`src/hw/rtl/ycrc_pkg.sv`:
```
// ============================================================================
// ycrc_pkg
// Shared types, codes and the CRC helper function for the YMODEM CRC packet receiver.
// ============================================================================
package ycrc_pkg;

    localparam int SHORT_PAYLOAD = 128;
    localparam int LONG_PAYLOAD  = 1024;
    localparam int NAME_LIMIT    = 128;
    localparam int QUEUE_DEPTH   = 2;

    localparam logic [7:0] HDR_SOH = 8'h01;
    localparam logic [7:0] HDR_STX = 8'h02;
    localparam logic [7:0] HDR_EOT = 8'h04;
    localparam logic [7:0] HDR_CAN = 8'h18;

    localparam logic [1:0] KIND_NONE    = 2'd0;
    localparam logic [1:0] KIND_PAYLOAD = 2'd1;
    localparam logic [1:0] KIND_VERDICT = 2'd2;

    localparam logic [1:0] RSP_NONE = 2'd0;
    localparam logic [1:0] RSP_ACK  = 2'd1;
    localparam logic [1:0] RSP_NAK  = 2'd2;
    localparam logic [1:0] RSP_ACKC = 2'd3;

    localparam logic [3:0] OC_ACCEPTED   = 4'd0;
    localparam logic [3:0] OC_DUPLICATE  = 4'd1;
    localparam logic [3:0] OC_OUT_OF_SEQ = 4'd2;
    localparam logic [3:0] OC_CRC_ERROR  = 4'd3;
    localparam logic [3:0] OC_BAD_COMPL  = 4'd4;
    localparam logic [3:0] OC_BAD_HEADER = 4'd5;
    localparam logic [3:0] OC_TIMEOUT    = 4'd6;
    localparam logic [3:0] OC_FILE_START = 4'd7;
    localparam logic [3:0] OC_BATCH_END  = 4'd8;
    localparam logic [3:0] OC_BAD_BLOCK0 = 4'd9;
    localparam logic [3:0] OC_END_FILE   = 4'd10;
    localparam logic [3:0] OC_CANCELLED  = 4'd11;
    localparam logic [3:0] OC_IGNORED    = 4'd12;

    typedef struct packed {
        logic       cmd;
        logic [7:0] rx_byte;
    } t_in_word;

    typedef struct packed {
        logic [1:0]  kind;
        logic [7:0]  data_byte;
        logic [9:0]  payload_index;
        logic        keep;
        logic        is_block_zero;
        logic [3:0]  outcome;
        logic [1:0]  response;
        logic [7:0]  block_number;
        logic [31:0] size_reported;
    } t_out_word;

    // Frame position, one-hot.
    typedef enum logic [5:0] {
        FS_HEADER = 6'b000001,
        FS_BLOCK  = 6'b000010,
        FS_COMPL  = 6'b000100,
        FS_DATA   = 6'b001000,
        FS_CRC_HI = 6'b010000,
        FS_CRC_LO = 6'b100000
    } t_frame_step;

    // Classified work handed from the framer to the executor.
    typedef enum logic [2:0] {
        OP_DONE    = 3'd0,   // result fully formed by the framer
        OP_PAYLOAD = 3'd1,   // payload byte: needs keep and block 0 parse
        OP_CRC_END = 3'd2,   // last CRC byte: verdict from session state
        OP_EOT     = 3'd3,
        OP_CAN     = 3'd4,
        OP_HDRERR  = 3'd5,   // needs error response
        OP_TIMEOUT = 3'd6
    } t_op;

    typedef struct packed {
        t_op        op;
        logic [7:0] rx_byte;
        logic [9:0] offset;
        logic [7:0] block;
        logic       crc_ok;
        logic       long_block;
        logic       bad_compl;
    } t_task;

    function automatic logic [15:0] crc_update(input logic [15:0] crc, input logic [7:0] b);
        logic [15:0] c;
        c = crc ^ {b, 8'h00};
        for (int i = 0; i < 8; i++) begin
            c = c[15] ? ((c << 1) ^ 16'h1021) : (c << 1);
        end
        return c;
    endfunction

endpackage

```
`src/hw/rtl/ycrc_framer.sv`:
```
// ============================================================================
// ycrc_framer
// Front end: tracks packet framing, block number, complement and CRC.
// ============================================================================
module ycrc_framer
    import ycrc_pkg::*;
(
    input  logic     i_clk,
    input  logic     i_rst_n,
    input  logic     i_valid,
    input  t_in_word i_word,
    input  logic     i_fire,
    output t_task    o_task
);

    t_frame_step r_step, n_step;
    logic        r_long, n_long;
    logic [7:0]  r_block, n_block;
    logic [9:0]  r_off, n_off;
    logic [15:0] r_crc, n_crc;
    logic [7:0]  r_crc_hi, n_crc_hi;
    logic        last_byte;

    assign last_byte = r_long ? (r_off == 10'(LONG_PAYLOAD - 1))
                              : (r_off == 10'(SHORT_PAYLOAD - 1));

    always_comb begin
        n_step   = r_step;
        n_long   = r_long;
        n_block  = r_block;
        n_off    = r_off;
        n_crc    = r_crc;
        n_crc_hi = r_crc_hi;
        o_task   = '0;
        o_task.op         = OP_DONE;
        o_task.rx_byte    = i_word.rx_byte;
        o_task.offset     = r_off;
        o_task.block      = r_block;
        o_task.long_block = r_long;
        o_task.crc_ok     = ({r_crc_hi, i_word.rx_byte} == r_crc);
        if (i_word.cmd) begin
            o_task.op = OP_TIMEOUT;
            n_step    = FS_HEADER;
        end else begin
            case (r_step)
                FS_HEADER: begin
                    if (i_word.rx_byte == HDR_SOH || i_word.rx_byte == HDR_STX) begin
                        n_long = (i_word.rx_byte == HDR_STX);
                        n_step = FS_BLOCK;
                    end else if (i_word.rx_byte == HDR_EOT) begin
                        o_task.op = OP_EOT;
                    end else if (i_word.rx_byte == HDR_CAN) begin
                        o_task.op = OP_CAN;
                        n_long    = 1'b0;
                        n_block   = '0;
                        n_off     = '0;
                        n_crc     = '0;
                        n_crc_hi  = '0;
                    end else begin
                        o_task.op = OP_HDRERR;
                    end
                end
                FS_BLOCK: begin
                    n_block = i_word.rx_byte;
                    n_step  = FS_COMPL;
                end
                FS_COMPL: begin
                    if (~r_block != i_word.rx_byte) begin
                        o_task.op        = OP_HDRERR;
                        o_task.bad_compl = 1'b1;
                        n_step           = FS_HEADER;
                    end else begin
                        n_step = FS_DATA;
                        n_off  = '0;
                        n_crc  = '0;
                    end
                end
                FS_DATA: begin
                    o_task.op = OP_PAYLOAD;
                    n_crc     = crc_update(r_crc, i_word.rx_byte);
                    if (last_byte) begin
                        n_step = FS_CRC_HI;
                        n_off  = '0;
                    end else begin
                        n_off = r_off + 10'd1;
                    end
                end
                FS_CRC_HI: begin
                    n_crc_hi = i_word.rx_byte;
                    n_step   = FS_CRC_LO;
                end
                FS_CRC_LO: begin
                    o_task.op = OP_CRC_END;
                    n_step    = FS_HEADER;
                end
                default: n_step = FS_HEADER;
            endcase
        end
    end

    always_ff @(posedge i_clk) begin
        if (!i_rst_n) begin
            r_step   <= FS_HEADER;
            r_long   <= 1'b0;
            r_block  <= '0;
            r_off    <= '0;
            r_crc    <= '0;
            r_crc_hi <= '0;
        end else if (i_fire) begin
            r_step   <= n_step;
            r_long   <= n_long;
            r_block  <= n_block;
            r_off    <= n_off;
            r_crc    <= n_crc;
            r_crc_hi <= n_crc_hi;
        end
    end

    assert property (@(posedge i_clk) disable iff (!i_rst_n)
        $onehot(r_step)) else $error("frame step not one-hot");
    assert property (@(posedge i_clk) disable iff (!i_rst_n)
        (r_step == FS_HEADER) |-> (r_off == '0 || $past(r_step) == FS_HEADER
            || $past(r_step) == FS_CRC_LO || $past(r_step) == FS_DATA
            || $past(r_step) == FS_COMPL || $past(r_step) == FS_BLOCK
            || $past(r_step) == FS_CRC_HI))
        else $error("offset bookkeeping broken");
    assert property (@(posedge i_clk) disable iff (!i_rst_n)
        (i_fire && i_valid && r_step == FS_DATA && last_byte && !i_word.cmd)
        |=> (r_step == FS_CRC_HI && r_off == '0))
        else $error("payload end not followed by CRC");

endmodule

```
`src/hw/rtl/ycrc_queue.sv`:
```
// ============================================================================
// ycrc_queue
// Small FIFO between the framer and the session executor.
// ============================================================================
module ycrc_queue
    import ycrc_pkg::*;
#(
    parameter int DEPTH = QUEUE_DEPTH
) (
    input  logic  i_clk,
    input  logic  i_rst_n,
    input  logic  i_push,
    input  t_task i_task,
    output logic  o_full,
    input  logic  i_pop,
    output logic  o_empty,
    output t_task o_task
);

    localparam int AW = (DEPTH > 1) ? $clog2(DEPTH) : 1;

    t_task           r_mem [DEPTH];
    logic [AW-1:0]   r_wr, r_rd;
    logic [AW:0]     r_cnt;

    assign o_full  = (r_cnt == (AW+1)'(DEPTH));
    assign o_empty = (r_cnt == '0);
    assign o_task  = r_mem[r_rd];

    always_ff @(posedge i_clk) begin
        if (i_push) r_mem[r_wr] <= i_task;
    end

    always_ff @(posedge i_clk) begin
        if (!i_rst_n) begin
            r_wr  <= '0;
            r_rd  <= '0;
            r_cnt <= '0;
        end else begin
            if (i_push) r_wr <= (r_wr == AW'(DEPTH - 1)) ? '0 : r_wr + AW'(1);
            if (i_pop)  r_rd <= (r_rd == AW'(DEPTH - 1)) ? '0 : r_rd + AW'(1);
            r_cnt <= r_cnt + (AW+1)'(i_push) - (AW+1)'(i_pop);
        end
    end

    assert property (@(posedge i_clk) disable iff (!i_rst_n)
        !(i_push && o_full && !i_pop)) else $error("queue overflow");
    assert property (@(posedge i_clk) disable iff (!i_rst_n)
        !(i_pop && o_empty)) else $error("queue underflow");
    assert property (@(posedge i_clk) disable iff (!i_rst_n)
        r_cnt <= (AW+1)'(DEPTH)) else $error("queue count out of range");

endmodule

```
`src/hw/rtl/ycrc_session.sv`:
```
// ============================================================================
// ycrc_session
// Back end: session state, block 0 parse, keep decision and verdicts.
// ============================================================================
module ycrc_session
    import ycrc_pkg::*;
#(
    parameter int NAME_MAX = NAME_LIMIT
) (
    input  logic      i_clk,
    input  logic      i_rst_n,
    input  t_task     i_task,
    input  logic      i_go,
    output t_out_word o_word
);

    logic        r_data, n_data;
    logic [7:0]  r_expect, n_expect;
    logic [31:0] r_written, n_written;
    logic [31:0] r_flen, n_flen;
    logic [1:0]  r_meta, n_meta;
    logic [31:0] r_size, n_size;
    logic [1:0]  r_fault, n_fault;   // 0 none, 1 empty name, 2 bad

    logic        bz, digit;
    logic [1:0]  err_rsp;
    logic [31:0] rem, plen32, take;
    logic [35:0] mul10;
    logic [3:0]  dval;

    assign bz      = !r_data && (i_task.block == 8'd0);
    assign err_rsp = r_data ? RSP_NAK : RSP_NONE;
    assign digit   = (i_task.rx_byte >= 8'h30) && (i_task.rx_byte <= 8'h39);
    assign dval    = 4'(i_task.rx_byte - 8'h30);
    assign mul10   = {r_size, 3'b000} + {3'b000, r_size, 1'b0} + 36'(dval);
    assign rem     = (r_written < r_flen) ? (r_flen - r_written) : 32'd0;
    assign plen32  = i_task.long_block ? 32'(LONG_PAYLOAD) : 32'(SHORT_PAYLOAD);
    assign take    = (r_flen != 32'd0 && rem < plen32) ? rem : plen32;

    always_comb begin
        n_data    = r_data;
        n_expect  = r_expect;
        n_written = r_written;
        n_flen    = r_flen;
        n_meta    = r_meta;
        n_size    = r_size;
        n_fault   = r_fault;
        o_word    = '0;
        o_word.kind = KIND_VERDICT;
        case (i_task.op)
            OP_DONE: o_word.kind = KIND_NONE;
            OP_TIMEOUT: begin
                o_word.outcome  = OC_TIMEOUT;
                o_word.response = err_rsp;
            end
            OP_HDRERR: begin
                o_word.response = err_rsp;
                if (i_task.bad_compl) begin
                    o_word.outcome       = OC_BAD_COMPL;
                    o_word.is_block_zero = bz;
                    o_word.block_number  = i_task.block;
                    // The parse restarts only on a good complement.
                end else begin
                    o_word.outcome = OC_BAD_HEADER;
                end
            end
            OP_EOT: begin
                if (r_data) begin
                    n_data          = 1'b0;
                    o_word.outcome  = OC_END_FILE;
                    o_word.response = RSP_ACKC;
                end else begin
                    o_word.outcome = OC_IGNORED;
                end
            end
            OP_CAN: begin
                o_word.outcome = OC_CANCELLED;
                n_data    = 1'b0;
                n_expect  = 8'd1;
                n_written = '0;
                n_flen    = '0;
                n_meta    = '0;
                n_size    = '0;
                n_fault   = '0;
            end
            OP_PAYLOAD: begin
                o_word.kind          = KIND_PAYLOAD;
                o_word.data_byte     = i_task.rx_byte;
                o_word.payload_index = i_task.offset;
                o_word.is_block_zero = bz;
                o_word.block_number  = i_task.block;
                // A fresh packet restarts the block 0 parse.
                if (i_task.offset == '0) begin
                    n_meta  = '0;
                    n_size  = '0;
                    n_fault = '0;
                end
                if (bz) begin
                    if (i_task.offset == '0 || r_fault == 2'd0) begin
                        case ((i_task.offset == '0) ? 2'd0 : r_meta)
                            2'd0: begin
                                if (i_task.rx_byte == 8'd0) begin
                                    if (i_task.offset == '0) n_fault = 2'd1;
                                    else if (32'(i_task.offset) >= 32'(NAME_MAX))
                                        n_fault = 2'd2;
                                    else n_meta = 2'd1;
                                end
                            end
                            2'd1: begin
                                if (i_task.rx_byte == 8'd0) n_fault = 2'd2;
                                else if (digit) begin
                                    n_size = 32'(dval);
                                    n_meta = 2'd2;
                                end else n_meta = 2'd3;
                            end
                            2'd2: begin
                                if (digit) n_size = (mul10[35:32] != '0) ? 32'hFFFF_FFFF
                                                                          : mul10[31:0];
                                else n_meta = 2'd3;
                            end
                            default: ;
                        endcase
                    end
                end else if (r_data && i_task.block == r_expect) begin
                    o_word.keep = (r_flen == 32'd0) ||
                                  (r_written < r_flen && 32'(i_task.offset) < rem);
                end
            end
            OP_CRC_END: begin
                o_word.block_number = i_task.block;
                if (!i_task.crc_ok) begin
                    o_word.outcome       = OC_CRC_ERROR;
                    o_word.response      = err_rsp;
                    o_word.is_block_zero = bz;
                end else if (!r_data) begin
                    if (i_task.block != 8'd0) begin
                        o_word.outcome = OC_IGNORED;
                    end else begin
                        o_word.is_block_zero = 1'b1;
                        if (r_fault == 2'd1) begin
                            o_word.outcome  = OC_BATCH_END;
                            o_word.response = RSP_ACK;
                        end else if (r_fault == 2'd2 || r_meta < 2'd2) begin
                            o_word.outcome  = OC_BAD_BLOCK0;
                            o_word.response = RSP_NAK;
                        end else begin
                            o_word.outcome       = OC_FILE_START;
                            o_word.response      = RSP_ACKC;
                            o_word.size_reported = r_size;
                            n_flen    = r_size;
                            n_written = '0;
                            n_expect  = 8'd1;
                            n_data    = 1'b1;
                        end
                    end
                end else if (i_task.block == r_expect) begin
                    o_word.outcome  = OC_ACCEPTED;
                    o_word.response = RSP_ACK;
                    n_written = r_written + take;
                    n_expect  = r_expect + 8'd1;
                end else if (i_task.block == r_expect - 8'd1) begin
                    o_word.outcome  = OC_DUPLICATE;
                    o_word.response = RSP_ACK;
                end else begin
                    o_word.outcome  = OC_OUT_OF_SEQ;
                    o_word.response = RSP_NAK;
                end
            end
            default: o_word.kind = KIND_NONE;
        endcase
    end

    always_ff @(posedge i_clk) begin
        if (!i_rst_n) begin
            r_data    <= 1'b0;
            r_expect  <= 8'd1;
            r_written <= '0;
            r_flen    <= '0;
            r_meta    <= '0;
            r_size    <= '0;
            r_fault   <= '0;
        end else if (i_go) begin
            r_data    <= n_data;
            r_expect  <= n_expect;
            r_written <= n_written;
            r_flen    <= n_flen;
            r_meta    <= n_meta;
            r_size    <= n_size;
            r_fault   <= n_fault;
        end
    end

    assert property (@(posedge i_clk) disable iff (!i_rst_n)
        r_fault != 2'd3) else $error("illegal block 0 fault code");
    assert property (@(posedge i_clk) disable iff (!i_rst_n)
        (i_go && i_task.op == OP_CAN) |=> (!r_data && r_expect == 8'd1))
        else $error("cancel did not reset session");
    assert property (@(posedge i_clk) disable iff (!i_rst_n)
        (i_go && !r_data && i_task.op == OP_PAYLOAD) |-> !o_word.keep)
        else $error("byte kept outside data phase");

endmodule

```
`src/hw/rtl/ymodem_crc_packet_receiver.sv`:
```
// ============================================================================
// ymodem_crc_packet_receiver
// YMODEM CRC-16 receiver: framing front end, task queue, session back end.
// ============================================================================
// Each received byte or timeout tick is one input word and yields exactly one
// output word (kind 0 for bytes that produce nothing visible). A new word can
// be taken every clock cycle while the queue is not full: the front end checks
// the header, block number, complement and CRC-16/XMODEM as bytes arrive, and
// pushes a classified task into a two-entry queue. The back end pops one task
// per cycle unless the output side stalls, applies the session rules (block 0
// name and size parse, expected block, duplicates, file-size trimming) and
// loads the output register. Sustained throughput is one word per cycle when
// the output side is ready. An accepted task waits in the queue, and its
// result is loaded into the output register. The input stalls only when the
// queue is full, which happens when the output side stalls.
module ymodem_crc_packet_receiver
    import ycrc_pkg::*;
#(
    parameter int NAME_MAX = NAME_LIMIT,
    parameter int Q_DEPTH  = QUEUE_DEPTH
) (
    input  logic      i_clk,
    input  logic      i_rst_n,
    input  logic      i_valid,
    output logic      o_ready,
    input  t_in_word  i_word,
    output logic      o_valid,
    input  logic      i_ready,
    output t_out_word o_word
);

    t_task     front_task, back_task;
    logic      q_full, q_empty, in_fire, pop;
    t_out_word result;
    logic      r_valid;
    t_out_word r_word;

    assign o_ready = !q_full;
    assign in_fire = i_valid && o_ready;

    // The back end runs when its output register is free or being emptied.
    assign pop = !q_empty && (!r_valid || i_ready);

    ycrc_framer u_framer (
        .i_clk   (i_clk),
        .i_rst_n (i_rst_n),
        .i_valid (i_valid),
        .i_word  (i_word),
        .i_fire  (in_fire),
        .o_task  (front_task)
    );

    ycrc_queue #(.DEPTH(Q_DEPTH)) u_queue (
        .i_clk   (i_clk),
        .i_rst_n (i_rst_n),
        .i_push  (in_fire),
        .i_task  (front_task),
        .o_full  (q_full),
        .i_pop   (pop),
        .o_empty (q_empty),
        .o_task  (back_task)
    );

    ycrc_session #(.NAME_MAX(NAME_MAX)) u_session (
        .i_clk   (i_clk),
        .i_rst_n (i_rst_n),
        .i_task  (back_task),
        .i_go    (pop),
        .o_word  (result)
    );

    always_ff @(posedge i_clk) begin
        if (!i_rst_n) begin
            r_valid <= 1'b0;
        end else if (pop) begin
            r_valid <= 1'b1;
        end else if (i_ready) begin
            r_valid <= 1'b0;
        end
    end

    always_ff @(posedge i_clk) begin
        if (pop) r_word <= result;
    end

    assign o_valid = r_valid;
    assign o_word  = r_word;

    assert property (@(posedge i_clk) disable iff (!i_rst_n)
        (o_valid && !i_ready) |=> (o_valid && $stable(o_word)))
        else $error("output word changed while stalled");
    assert property (@(posedge i_clk) disable iff (!i_rst_n)
        pop |=> o_valid) else $error("popped task produced no output word");
    assert property (@(posedge i_clk) disable iff (!i_rst_n)
        (o_valid && !i_ready) |-> !pop) else $error("output overwritten");

endmodule
```
`config.mk`:
```
export PLATFORM = sky130hd
export DESIGN_NAME = ymodem_crc_packet_receiver
export DESIGN_NICKNAME = d
export VERILOG_FILES = /design/src/hw/rtl/ycrc_pkg.sv /design/src/hw/rtl/ycrc_framer.sv /design/src/hw/rtl/ycrc_queue.sv /design/src/hw/rtl/ycrc_session.sv /design/src/hw/rtl/ymodem_crc_packet_receiver.sv
export SDC_FILE = /design/constraint.sdc
export NUM_CORES = 1
export LEC_CHECK = 0
export BUFFER_PORTS_ARGS = -buffer_cell sky130_fd_sc_hd__buf_4
export CAP_MARGIN = 40
export CORE_MARGIN = 2
export CORE_UTILIZATION = 35
export CTS_BUF_LIST = sky130_fd_sc_hd__clkbuf_4 sky130_fd_sc_hd__clkbuf_8 sky130_fd_sc_hd__clkbuf_16
export DETAILED_ROUTE_END_ITERATION = 10
export PLACE_DENSITY_LB_ADDON = 0.2
export SLEW_MARGIN = 10
export SYNTH_ARGS = -nofsm -noshare
export SYNTH_HDL_FRONTEND = slang
export SYNTH_SLANG_ARGS = --single-unit
```
`constraint.sdc`:
```
create_clock -name i_clk -period 10.7 [get_ports i_clk]
set_input_delay 2.14 -clock i_clk [delete_from_list [all_inputs] [get_ports i_clk]]
set_output_delay 2.14 -clock i_clk [all_outputs]
set_load 0.05 [all_outputs]
```
### Yosys cells after proc, flatten, opt, wreduce, memory -nomap -nowiden

Memories as Yosys holds them, arrays and structs flattened. A register that Yosys moved wholly into a read port is not among the register bits.
Cells that the tools add are included.

| operators by class | value |
|---|---|
| muxes and demuxes | 129 |
| reduce and logical (&&, ||, !) cells | 49 |
| bitwise logic cells | 15 |
| add/sub/neg operators | 12 |
| $lt $le $gt $ge | 7 |
| equal/unequal tests | 43 |

Operators with widths:

| cell | count |
|---|---|
| $mux 32 | 20 |
| $pmux 32 s2 | 4 |
| $mux 13 | 8 |
| $mux 8 | 10 |
| $lt 32x32->1 | 2 |
| $mux 16 | 4 |
| $pmux 8 s2 | 4 |
| $mux 10 | 5 |
| $pmux 16 s3 | 1 |
| $add 35x33->36 | 1 |
| $add 36x4->36 | 1 |
| $mux 2 | 18 |
| $mux 6 | 6 |
| $add 32x32->32 | 1 |
| $logic_not 32->1 | 1 |
| $lt 10x32->1 | 1 |
| $reduce_bool 32->1 | 1 |
| $sub 32x32->32 | 1 |
| $pmux 10 s3 | 1 |
| $pmux 6 s5 | 1 |
| $mux 1 | 26 |
| $not 3->3 | 8 |
| $reduce_and 7->1 | 3 |
| $pmux 4 s5 | 1 |
| 65 further kinds | 126 |

| storage, ports and cells | value |
|---|---|
| bits of input ports | 13 |
| register bits | 231 |
| bits in writable memories | 64 |
| logic and storage cells | 282 |
| memories | 1 |
| output and inout bits | 70 |

Memory list:

| name | depth | width | read ports | clocked after memory_dff | wr ports | RTL line | source |
|---|---|---|---|---|---|---|---|
| u_queue.r_mem | 2 | 32 | 1 | 1 | 1 | ycrc_queue.sv:22 | `t_task r_mem [DEPTH];` |

### Longest topological paths before layout

Gate-level depths: netlist of the first run.

| depth | value |
|---|---|
| word-level depth | 18 |
| mapped depth | 27 |
| gate-level depth less buffers | 26 |

### By module

From an unflattened synthesis of the first run, not the netlist that was laid out.

| unflattened totals | value |
|---|---|
| cell total of the unflattened synthesis | 2,178 |
| area total of the unflattened synthesis | 19,702.6 µm² |

By module, submodules not included:

| module | cells each | seq. area each (µm²) | instances | area an instance (µm²) |
|---|---|---|---|---|
| ycrc_session | 1,641 | 2,182.1 | 1 | 11,946.5 |
| ycrc_framer | 342 | 980.9 | 1 | 2,969.1 |
| ycrc_queue | 121 | 2,021.9 | 1 | 2,691.3 |
| ymodem_crc_packet_receiver | 74 | 2,062.0 | 1 | 2,095.8 |

### Worst setup path after synthesis of the first run

OpenSTA, ideal clock, no wires.

| timing | value |
|---|---|
| path kind | flip-flop to flip-flop |
| start | reg u_session.r_flen[0] |
| end | reg u_session.r_written[30] |
| path buffers | 1 |
| stages on the path, launching flop included | 28 |
| arrival | 5,310 ps |
| library setup time | 128 ps |
| clock period less this slack | 5,438 ps |
| data required time | 10,572 ps |
| path slack | 5,262 ps |
| path through | dfxtp_1 > inv_1 > ha_1 > inv_1 > fa_1 > a211oi_1 > o211ai_1 > and2_1 > buf_2 > o211a_1 > or3_1 > a211oi_1 > nand4_1 > nor4_2 > nand3_4 > nor4_2 > ha_1 > fa_1 > a211oi_1 > o211ai_1 > nand2_1 > o31ai_1 > a21oi_1 > o41ai_1 > a41oi_1 > a211oi_1 > xnor2_1 > o21ai_1 |

| between the ends | value |
|---|---|
| cells in the longest elaborated chain, start to end | 10 |
| elaborated cells on any way between the ends | 12 |
| classes of those cells | add/sub (2); order compare (2); mux (6); reduce/logical (2) |

RTL lines:

| item | RTL line | source |
|---|---|---|
| from (decl) | ycrc_session.sv:20 | `logic [31:0] r_flen, n_flen;` |
| from (signal assigned) | ycrc_session.sv:186 | `r_flen <= n_flen;` |
| $sub 32x32->32 or $lt 32x32->1 (tied branches) | ycrc_session.sv:36 | `assign rem = (r_written < r_flen) ? (r_flen - r_written) : 32'd0;` |
| $mux 32 | ycrc_session.sv:36 |  |
| $lt 32x32->1 | ycrc_session.sv:38 | `assign take = (r_flen != 32'd0 && rem < plen32) ? rem : plen32;` |
| $logic_and 1x1->1 | ycrc_session.sv:38 |  |
| $mux 32 (*) | ycrc_session.sv:38 |  |
| $add 32x32->32 (*) | ycrc_session.sv:159 | `n_written = r_written + take;` |
| $mux 32 (*) | ycrc_session.sv:156 | `end else if (i_task.block == r_expect) begin` |
| $mux 32 (*) | ycrc_session.sv:135 | `end else if (!r_data) begin` |
| $mux 32 (*) | ycrc_session.sv:131 | `if (!i_task.crc_ok) begin` |
| $pmux 32 s2 (*) | ycrc_session.sv:50 | `case (i_task.op)` |
| to (signal assigned) | ycrc_session.sv:185 | `r_written <= n_written;` |
| to (decl) | ycrc_session.sv:19 | `logic [31:0] r_written, n_written;` |

Every way passes the cells marked *; elsewhere a longest branch is shown, timed or not. The select of a mux whose other input is x is not followed.
A chain may end at the register's enable or synchronous reset.

### Worst setup path in the final report of the first run

| timing | value |
|---|---|
| start | reg u_session.r_written[0] |
| end | reg u_session.r_written[30] |

| between the ends | value |
|---|---|
| cells in the longest elaborated chain, start to end | 10 |
| elaborated cells on any way between the ends | 11 |
| classes of those cells | add/sub (2); order compare (2); mux (6); reduce/logical (1) |

RTL lines:

| item | RTL line |
|---|---|
| $sub 32x32->32 or $lt 32x32->1 (tied branches) | ycrc_session.sv:36 |
| $mux 32 | ycrc_session.sv:36 |
| $lt 32x32->1 | ycrc_session.sv:38 |
| $logic_and 1x1->1 | ycrc_session.sv:38 |
| $mux 32 | ycrc_session.sv:38 |
| $add 32x32->32 (*) | ycrc_session.sv:159 |
| $mux 32 (*) | ycrc_session.sv:156 |
| $mux 32 (*) | ycrc_session.sv:135 |
| $mux 32 (*) | ycrc_session.sv:131 |
| $pmux 32 s2 (*) | ycrc_session.sv:50 |

Marks and branches as above.

==> metrics.txt, run 1 <==
RSZ-0062 raised after global routing=false; hold wc startpoint=u_session.r_written[31]$_SDFFE_PN0P_; Yosys warning count=0; Starting DRT DRC Count=about 1,000; mean post-synth cell area=between 8 and 9 sq um; crit-path max FO=10; WL/cell=roughly 18 microns; clock-pin slew on the worst setup and hold paths=around 60 ps; via count=16,300; Storage cell area=7250 sq um; Leak=between 8 and 9 nW; CTS Root Buffer Type=clkbuf_16; Post-synth top flop=dfxtp_1; fin crit share=between 50% and 60%; Core Area=between 50,000 and 60,000 sq um; kind of critical path=register to register; worst setup margin=about 4300 ps; Worst Skew=12.4 ps; Worst Hold End=u_session.r_written[31]$_SDFFE_PN0P_; hpwl dp=39,900 microns; fillcell total=5,571; Synth Instances=about 2,200; worst skew pair latency=roughly 560 ps; Post-CTS Setup Inserts=0; GP Congestion=0.889; finished layout cell area=around 22,000 sq um; Bufs on Longest Clock Path=3; Power Total=roughly 3.6 mW; flop2flop setup slack=between 4000 and 5000 ps; flops & latches, synth=approximately 300; TritonCTS buffer count=36; Final Hold Viols=0; global-route wire length before repair=87,100 microns; final wirelength=about 54,000 microns; Remaining DRCs=0; htree depth=2; Crit. End Element=register; share of the synthesized area in the top cell type=between 20% and 30%; drt pass-1 iters=6; largest net degree at the start of global routing=86; Async S/R FF share, synth=0%; ANT nets after route=0; Port Buf Inserts=82; hold-fix buffers at CTS=0; hold-critical path depth=2; total global routing overflow=0; row count=86; largest cells by area after synthesis=edfxtp_1, dfxtp_1, ha_1; Final Setup Violations=0; multi-input logic area=~12,000 sq um; Die X=approximately 240 microns; Synth area leader=edfxtp_1; die area=approximately 58,000 sq um; count of cell types in the netlist=100; outcome=complete, no violations; initial antenna violation count=0; fin nets=2,406; post_cts resized=0; PwrDens=~170 nW/um^2; CTS tree=done; type of origin of the critical path=register; worst path arrival time=6830 ps; Sink Count=between 200 and 300; Synth-to-Final Area Change=13.1%; Diodes inserted=0; Setup WS pre-CTS=around 4400 ps; max_cap viols=0; Reg2Reg Depth=25; I/O pin cnt=83; Fin Setup TNS=0 ps; hold slack=462 ps; Max IR drop VDD=0.170 mV; layout cells sized above 1=9.90%; Placed Instance Area=approximately 21,000 sq um; most frequent cell after synthesis=nand2_1; vias in the first global route=roughly 16,000; Hold Crit Class=register to register; fmax=between 150 and 200 MHz; commonest cells in the netlist=nand2_1, a21oi_1, dfxtp_1, ha_1, edfxtp_1; Final Slew Violations=0; FF-to-FF End=u_session.r_written[30]$_SDFFE_PN0P_; Seq/Total Area, Yosys=about 37%; fin crit period=6410 ps; Die Y=240 microns; number of flops mapped to enable cells by yosys=about 130; global-route usage over all layers=18.9%; mean number of vias per cell=about 5.4; Worst Path Required=between 10,000 and 15,000 ps; Critical R2R Launch=u_session.r_written[0]$_SDFFE_PN0P_; slew of the pin with the lowest slew margin=934 ps; post-synthesis cell area=between 15,000 and 20,000 sq um; Initial Util=between 30 and 40%; Slew headroom=37.2%
state kept, by name, summed over array words and instances, names as in the netlist, named ones only:
name / count
o_word: 68
u_session.r_data: 1
u_session.r_size: 32
u_session.r_fault: 2
u_queue.r_cnt: 2
u_session.r_flen: 32
u_framer.r_off: 10
u_session.r_written: 32
u_framer.r_block: 8
u_session.r_expect: 8
o_valid: 1
u_queue.r_wr: 1
u_queue.r_rd: 1
u_framer.r_crc: 16
u_framer.r_long: 1
u_session.r_meta: 2
u_framer.r_step: 6
u_queue.r_mem: 64
u_framer.r_crc_hi: 8
worst max-delay path, cell delays in order (launching register included):
cell and delay [ps]:
dfxtp_1 370, ha_1 190, inv_1 60, fa_1 410, a211oi_1 280, o211ai_1 130
and2_1 280, o211a_1 270, or3_1 300, a211oi_1 260, nand4_1 140, nor4_2 410
nand3_4 270, nor4_2 210, ha_1 220, fa_1 240, a211oi_1 110, o211ai_1 200
nand2_1 130, o31ai_1 390, a21oi_1 250, o41ai_1 400, a41oi_1 200, a211oi_1 290
xnor2_1 150, o21ai_1 70
where the power goes:
part,switching (mW),internal [mW]
combinational,0.739,0.281
clock,0.499,0.721
sequential,0.0502,1.36
worst max-delay path by stage:
stage                     slack, ps  cells past startpoint                           startpoint                                   end
after CTS                      4330                     26     u_session.r_flen[0]$_SDFFE_PN0P_  u_session.r_written[30]$_SDFFE_PN0P_
final                          4290                     25  u_session.r_written[0]$_SDFFE_PN0P_  u_session.r_written[30]$_SDFFE_PN0P_
after global placement         4430                     25  u_session.r_written[0]$_SDFFE_PN0P_  u_session.r_written[30]$_SDFFE_PN0P_
after global routing           3730                     25  u_session.r_written[0]$_SDFFE_PN0P_  u_session.r_written[30]$_SDFFE_PN0P_
after floorplan                5260                     27     u_session.r_flen[0]$_SDFFE_PN0P_  u_session.r_written[30]$_SDFFE_PN0P_
after detailed placement       4370                     26     u_session.r_flen[0]$_SDFFE_PN0P_  u_session.r_written[30]$_SDFFE_PN0P_
cell usage in the layout, fill, tap and decap left out, types with 20 or more instances in the layout:
| master | n |
|---|---|
| nor2b_1 | 67 |
| nand2_1 | 244 |
| nand2b_1 | 20 |
| nor4_1 | 20 |
| nor2_1 | 121 |
| a22oi_1 | 30 |
| o21ai_0 | 73 |
| nand4_1 | 32 |
| a21boi_0 | 55 |
| clkbuf_16 | 37 |
| edfxtp_1 | 132 |
| a21oi_1 | 164 |
| nor3_1 | 48 |
| xor2_1 | 55 |
| o21ai_1 | 38 |
| buf_4 | 100 |
| xnor2_1 | 94 |
| inv_1 | 77 |
| ha_1 | 145 |
| mux2i_1 | 32 |
| nand3_1 | 82 |
| and2_1 | 47 |
| dfxtp_1 | 163 |
| a21o_1 | 38 |
| a21boi_1 | 27 |
| conb_1 | 20 |
metal layers:
layer,global-route usage (%),vias to the layer above,wire length (microns)
met5,0,-,0
met4,5.85,0,1240
met3,2.26,69,1950
met2,32.6,322,26100
met1,24.8,7854,25200
li1,-,8076,-
per-stage QoR:
stage / instances / util (%)
global placement: 2950 / 37.9
floorplan: 2208 / -
finish: 3020 / 40.1
global route: 3020 / 40.1
detailed placement: 2954 / 37.9
CTS: 3020 / 40.1
logic make-up (layout without fill, tap and decap cells):
logic type | count (synthesis) | count (layout) | synth area share [%]
other | 1 | 20 | 0.0192
adder cells (fa/ha/maj) | 150 | 150 | 9.75
XOR/XNOR | 149 | 149 | 6.68
AND/OR/NAND/NOR | 765 | 765 | 19.8
buffers and inverters | 182 | 246 | 3.71
multiplexers | 44 | 44 | 2.33
flip-flops | 296 | 296 | 37.1
AO/OA/AOI/OAI | 602 | 602 | 20.6
layout make-up:
cell class | count | area share [%]
Multi-Input combinational cell | 1730 | 52.8
Sequential cell | 296 | 32.8
Clock buffer | 52 | 4.82
Tap cell | 748 | 4.24
Timing Repair Buffer | 102 | 3.47
Inverter | 78 | 1.33
Clock inverter | 14 | 0.567
Note: power is estimated with default switching activity, not from simulation.
==> run 2: changes to the inputs <==
ABC_AREA = 1   (was default)
clock period = 5.4 ns   (was 10.7 ns; I/O delays follow)
==> run 2 against run 1 <==
Compared with the run above:
- fmax grew 29%
- clock skew grew 31 ps
- cell area grew 10%
- critical path type unchanged
==> metrics.txt, run 2 <==
fin crit share=92.1% (+32 points); most frequent cell after synthesis=nand2_1; Placed Instance Area=23,000 sq um (+9.9%); Starting DRT DRC Count=1,248 (+26%); global-route usage over all layers=21.3% (+2.3 points); Largest register FFs=68 (unchanged); share of the synthesized area in the top cell type=19.1% (-1.2 points); Async S/R FF share, synth=0% (unchanged); Max IR drop VDD=0.510 mV (+200%); kind of critical path=register to register; CTS tree=done; hold-fix buffers at CTS=0 (unchanged); mean post-synth cell area=7.06 sq um (-21%); post-synthesis cell area=20,800 sq um (+6.3%); commonest cells after routing, fill and taps aside=nand2_1, a21oi_1, inv_1; TritonCTS buffer count=37 (+2.8%); number of flops mapped to enable cells by yosys=132 (unchanged); count of cell types in the netlist=65 (-35%); vias in the first global route=19,300 (+21%); Crit. End Element=register; Compound-Gate Fraction of Synth Area=17.0% (-3.6 points); Die X=248 microns (+3.1%); fin crit period=4970 ps (-1440 ps); Worst Skew=43.2 ps (+30.8 ps); critical path's largest stage delay=390 ps (-20 ps); finished layout cell area=24,300 sq um (+10%); Initial Util=35.3% (-0.13 points); worst skew pair latency=580 ps (+20 ps); largest family of logic cells by synthesized area=simple AND/OR/NAND/NOR gates; Die Y=248 microns (+3.1%); max_cap viols=0 (unchanged); fillcell total=6,200 (+11%); row count=89 (+3.5%); hpwl dp=50,500 microns (+27%); Synth area leader=edfxtp_1; Top cell by count, worst path=nand2_1; Sink Count=296 (unchanged); total global routing overflow=0 (unchanged); die area=61,300 sq um (+6.2%); Post-synth top flop=dfxtp_1; slew of the pin with the lowest slew margin=845 ps (-89.8 ps); Fin Setup TNS=0 ps (unchanged); flop2flop setup slack=430 ps (-3860 ps); htree depth=2 (unchanged); multiplexer share of the synthesized area=0.157% (-2.2 points); clock-pin slew on the worst setup and hold paths=60 ps (about the same); I/O pin cnt=83 (unchanged); Diodes inserted=0 (unchanged); worst path arrival time=5450 ps (-1380 ps); mean number of vias per cell=5.09 (-5.9%); PwrDens=431 nW/um^2 (+160%); crit-path max FO=5 (-5); WL/cell=16.6 microns (-7.9%); largest net degree at the start of global routing=75 (-13%); RSZ-0062 raised after global routing=false; Core Area=58,800 sq um (+6.7%); Synth Area in Simple Gates=26.2% (+6.4 points); XOR/XNOR share of the synthesized area=3.92% (-2.8 points); Port Buf Inserts=82 (unchanged); Yosys warning count=0 (unchanged); most common cell after layout, fill and taps aside=nand2_1; GP Congestion=0.928 (+4.3%); Hold Crit Class=register to register; Leak=10.9 nW (+24%); Final Hold Viols=0 (unchanged); outcome=complete, no violations; crit path launch=u_session.r_flen[0]$_SDFFE_PN0P_; commonest cells in the netlist=nand2_1, a21oi_1, inv_1, nor2_1, dfxtp_1; CTS Root Buffer Type=clkbuf_16; Final Setup Violations=0 (unchanged); Seq/Total Area, Yosys=34.9% (-2.2 points); Final Slew Violations=0 (unchanged); type of origin of the critical path=register; final core occ=41.4% (+1.3 points); via count=19,900 (+22%); Synth-to-Final Area Change=17.1%; Remaining DRCs=0 (unchanged); placed cell count=3,845 (+30%); fin nets=3,275 (+36%); global-route wire length before repair=104,000 microns (+19%); Crit-path slowest cell=fa_1; Critical R2R Launch=u_session.r_flen[0]$_SDFFE_PN0P_; fmax=201 MHz (+29%); drt pass-1 iters=5 (-1); hold wc startpoint=u_queue.r_rd$_SDFFE_PN0P_; Slew headroom=43.3% (+6.0 points); final std cells w/o fill=3,914 (+30%); Worst Path Required=5880 ps (-5240 ps); largest cells by area after synthesis=edfxtp_1, dfxtp_1, nand2_1; initial antenna violation count=0 (unchanged); hold slack=460 ps (-2.09 ps); Bufs on Longest Clock Path=3 (unchanged); flops & latches, synth=296 (unchanged); layout cells sized above 1=11.5% (+1.6 points); ANT nets after route=0 (unchanged); Synth Instances=2,939 (+34%); final wirelength=65,100 microns (+19%); adder-cell share of the synthesized area=9.12% (-0.63 points)
run 2: cell count changes after synthesis, moves of 52 or more:
cell,before,now
a21oi_1,164,360
inv_1,78,338
nand2_1,244,740
nor2b_1,67,0
o21ai_0,73,127
xnor2_1,94,42
a21boi_0,55,1
nor2_1,123,298
run 2: what timing repair did:
item | in CTS | in global routing
endpoints found under the setup margin | 0 | 11
gates resized for setup | 0 | 24
setup buffers | 0 | 2
run 2: logic make-up (layout without fill, tap and decap cells):
logic type / count (synthesis) / in the layout
flops: 296 / 296
other cells: 1 / 20
fa+ha+maj: 149 / 149
simple gates: 1306 / 1306
xor+xnor: 92 / 92
mux: 3 / 3
compound gates: 643 / 643
buf+inv: 449 / 632
run 2: critical path: cells and delay by family, from the launching register on:
kind / cells / cell delay, ps
simple gates: 16 / 1960
compound gates: 5 / 710
xor+xnor: 1 / 160
buf+inv: 7 / 850
fa+ha+maj: 3 / 900
flops: 1 / 310
run 2: final cells by class:
type / instances / area, sq um / area share (%)
clock buffers: 51 / 1080 / 4.44
clock inverters: 16 / 195 / 0.802
inverters: 355 / 1340 / 5.50
multi-input cells: 2213 / 11900 / 48.8
flip-flops and latches: 296 / 7250 / 29.8
well taps: 773 / 967 / 3.98
repair buffers: 210 / 1630 / 6.69
run 2: path summary, 6_finish.rpt:
path,to,depth (start not counted)
worst max-delay path,u_session.r_written[30]$_SDFFE_PN0P_,32
worst min-delay path,register,1
worst max register to register,u_session.r_written[30]$_SDFFE_PN0P_,32
worst min register to register,register,1
run 2: routing by layer:
layer / global-route usage, % / vias up / routed length, microns
li1: - / 10100 / -
met1: 27.5 / 9332 / 29500
met2: 37.4 / 386 / 31500
met3: 2.31 / 87 / 2500
met4: 5.90 / 0 / 1530
met5: 0 / - / 0
run 2: power by group:
group | internal, mW | switching [mW] | total, mW
clock network | 1.52 | 1.04 | 2.56
logic | 1.61 | 3.31 | 4.92
registers | 2.82 | 0.190 | 3.01
run 2: per-stage QoR:
stage               total power [mW]  setup slack [ps]
finish                          10.5               428
CTS                             10.5               105
global route                    11.1              7.88
detailed placement              7.86               184
global placement                7.81               212
floorplan                       6.15               888
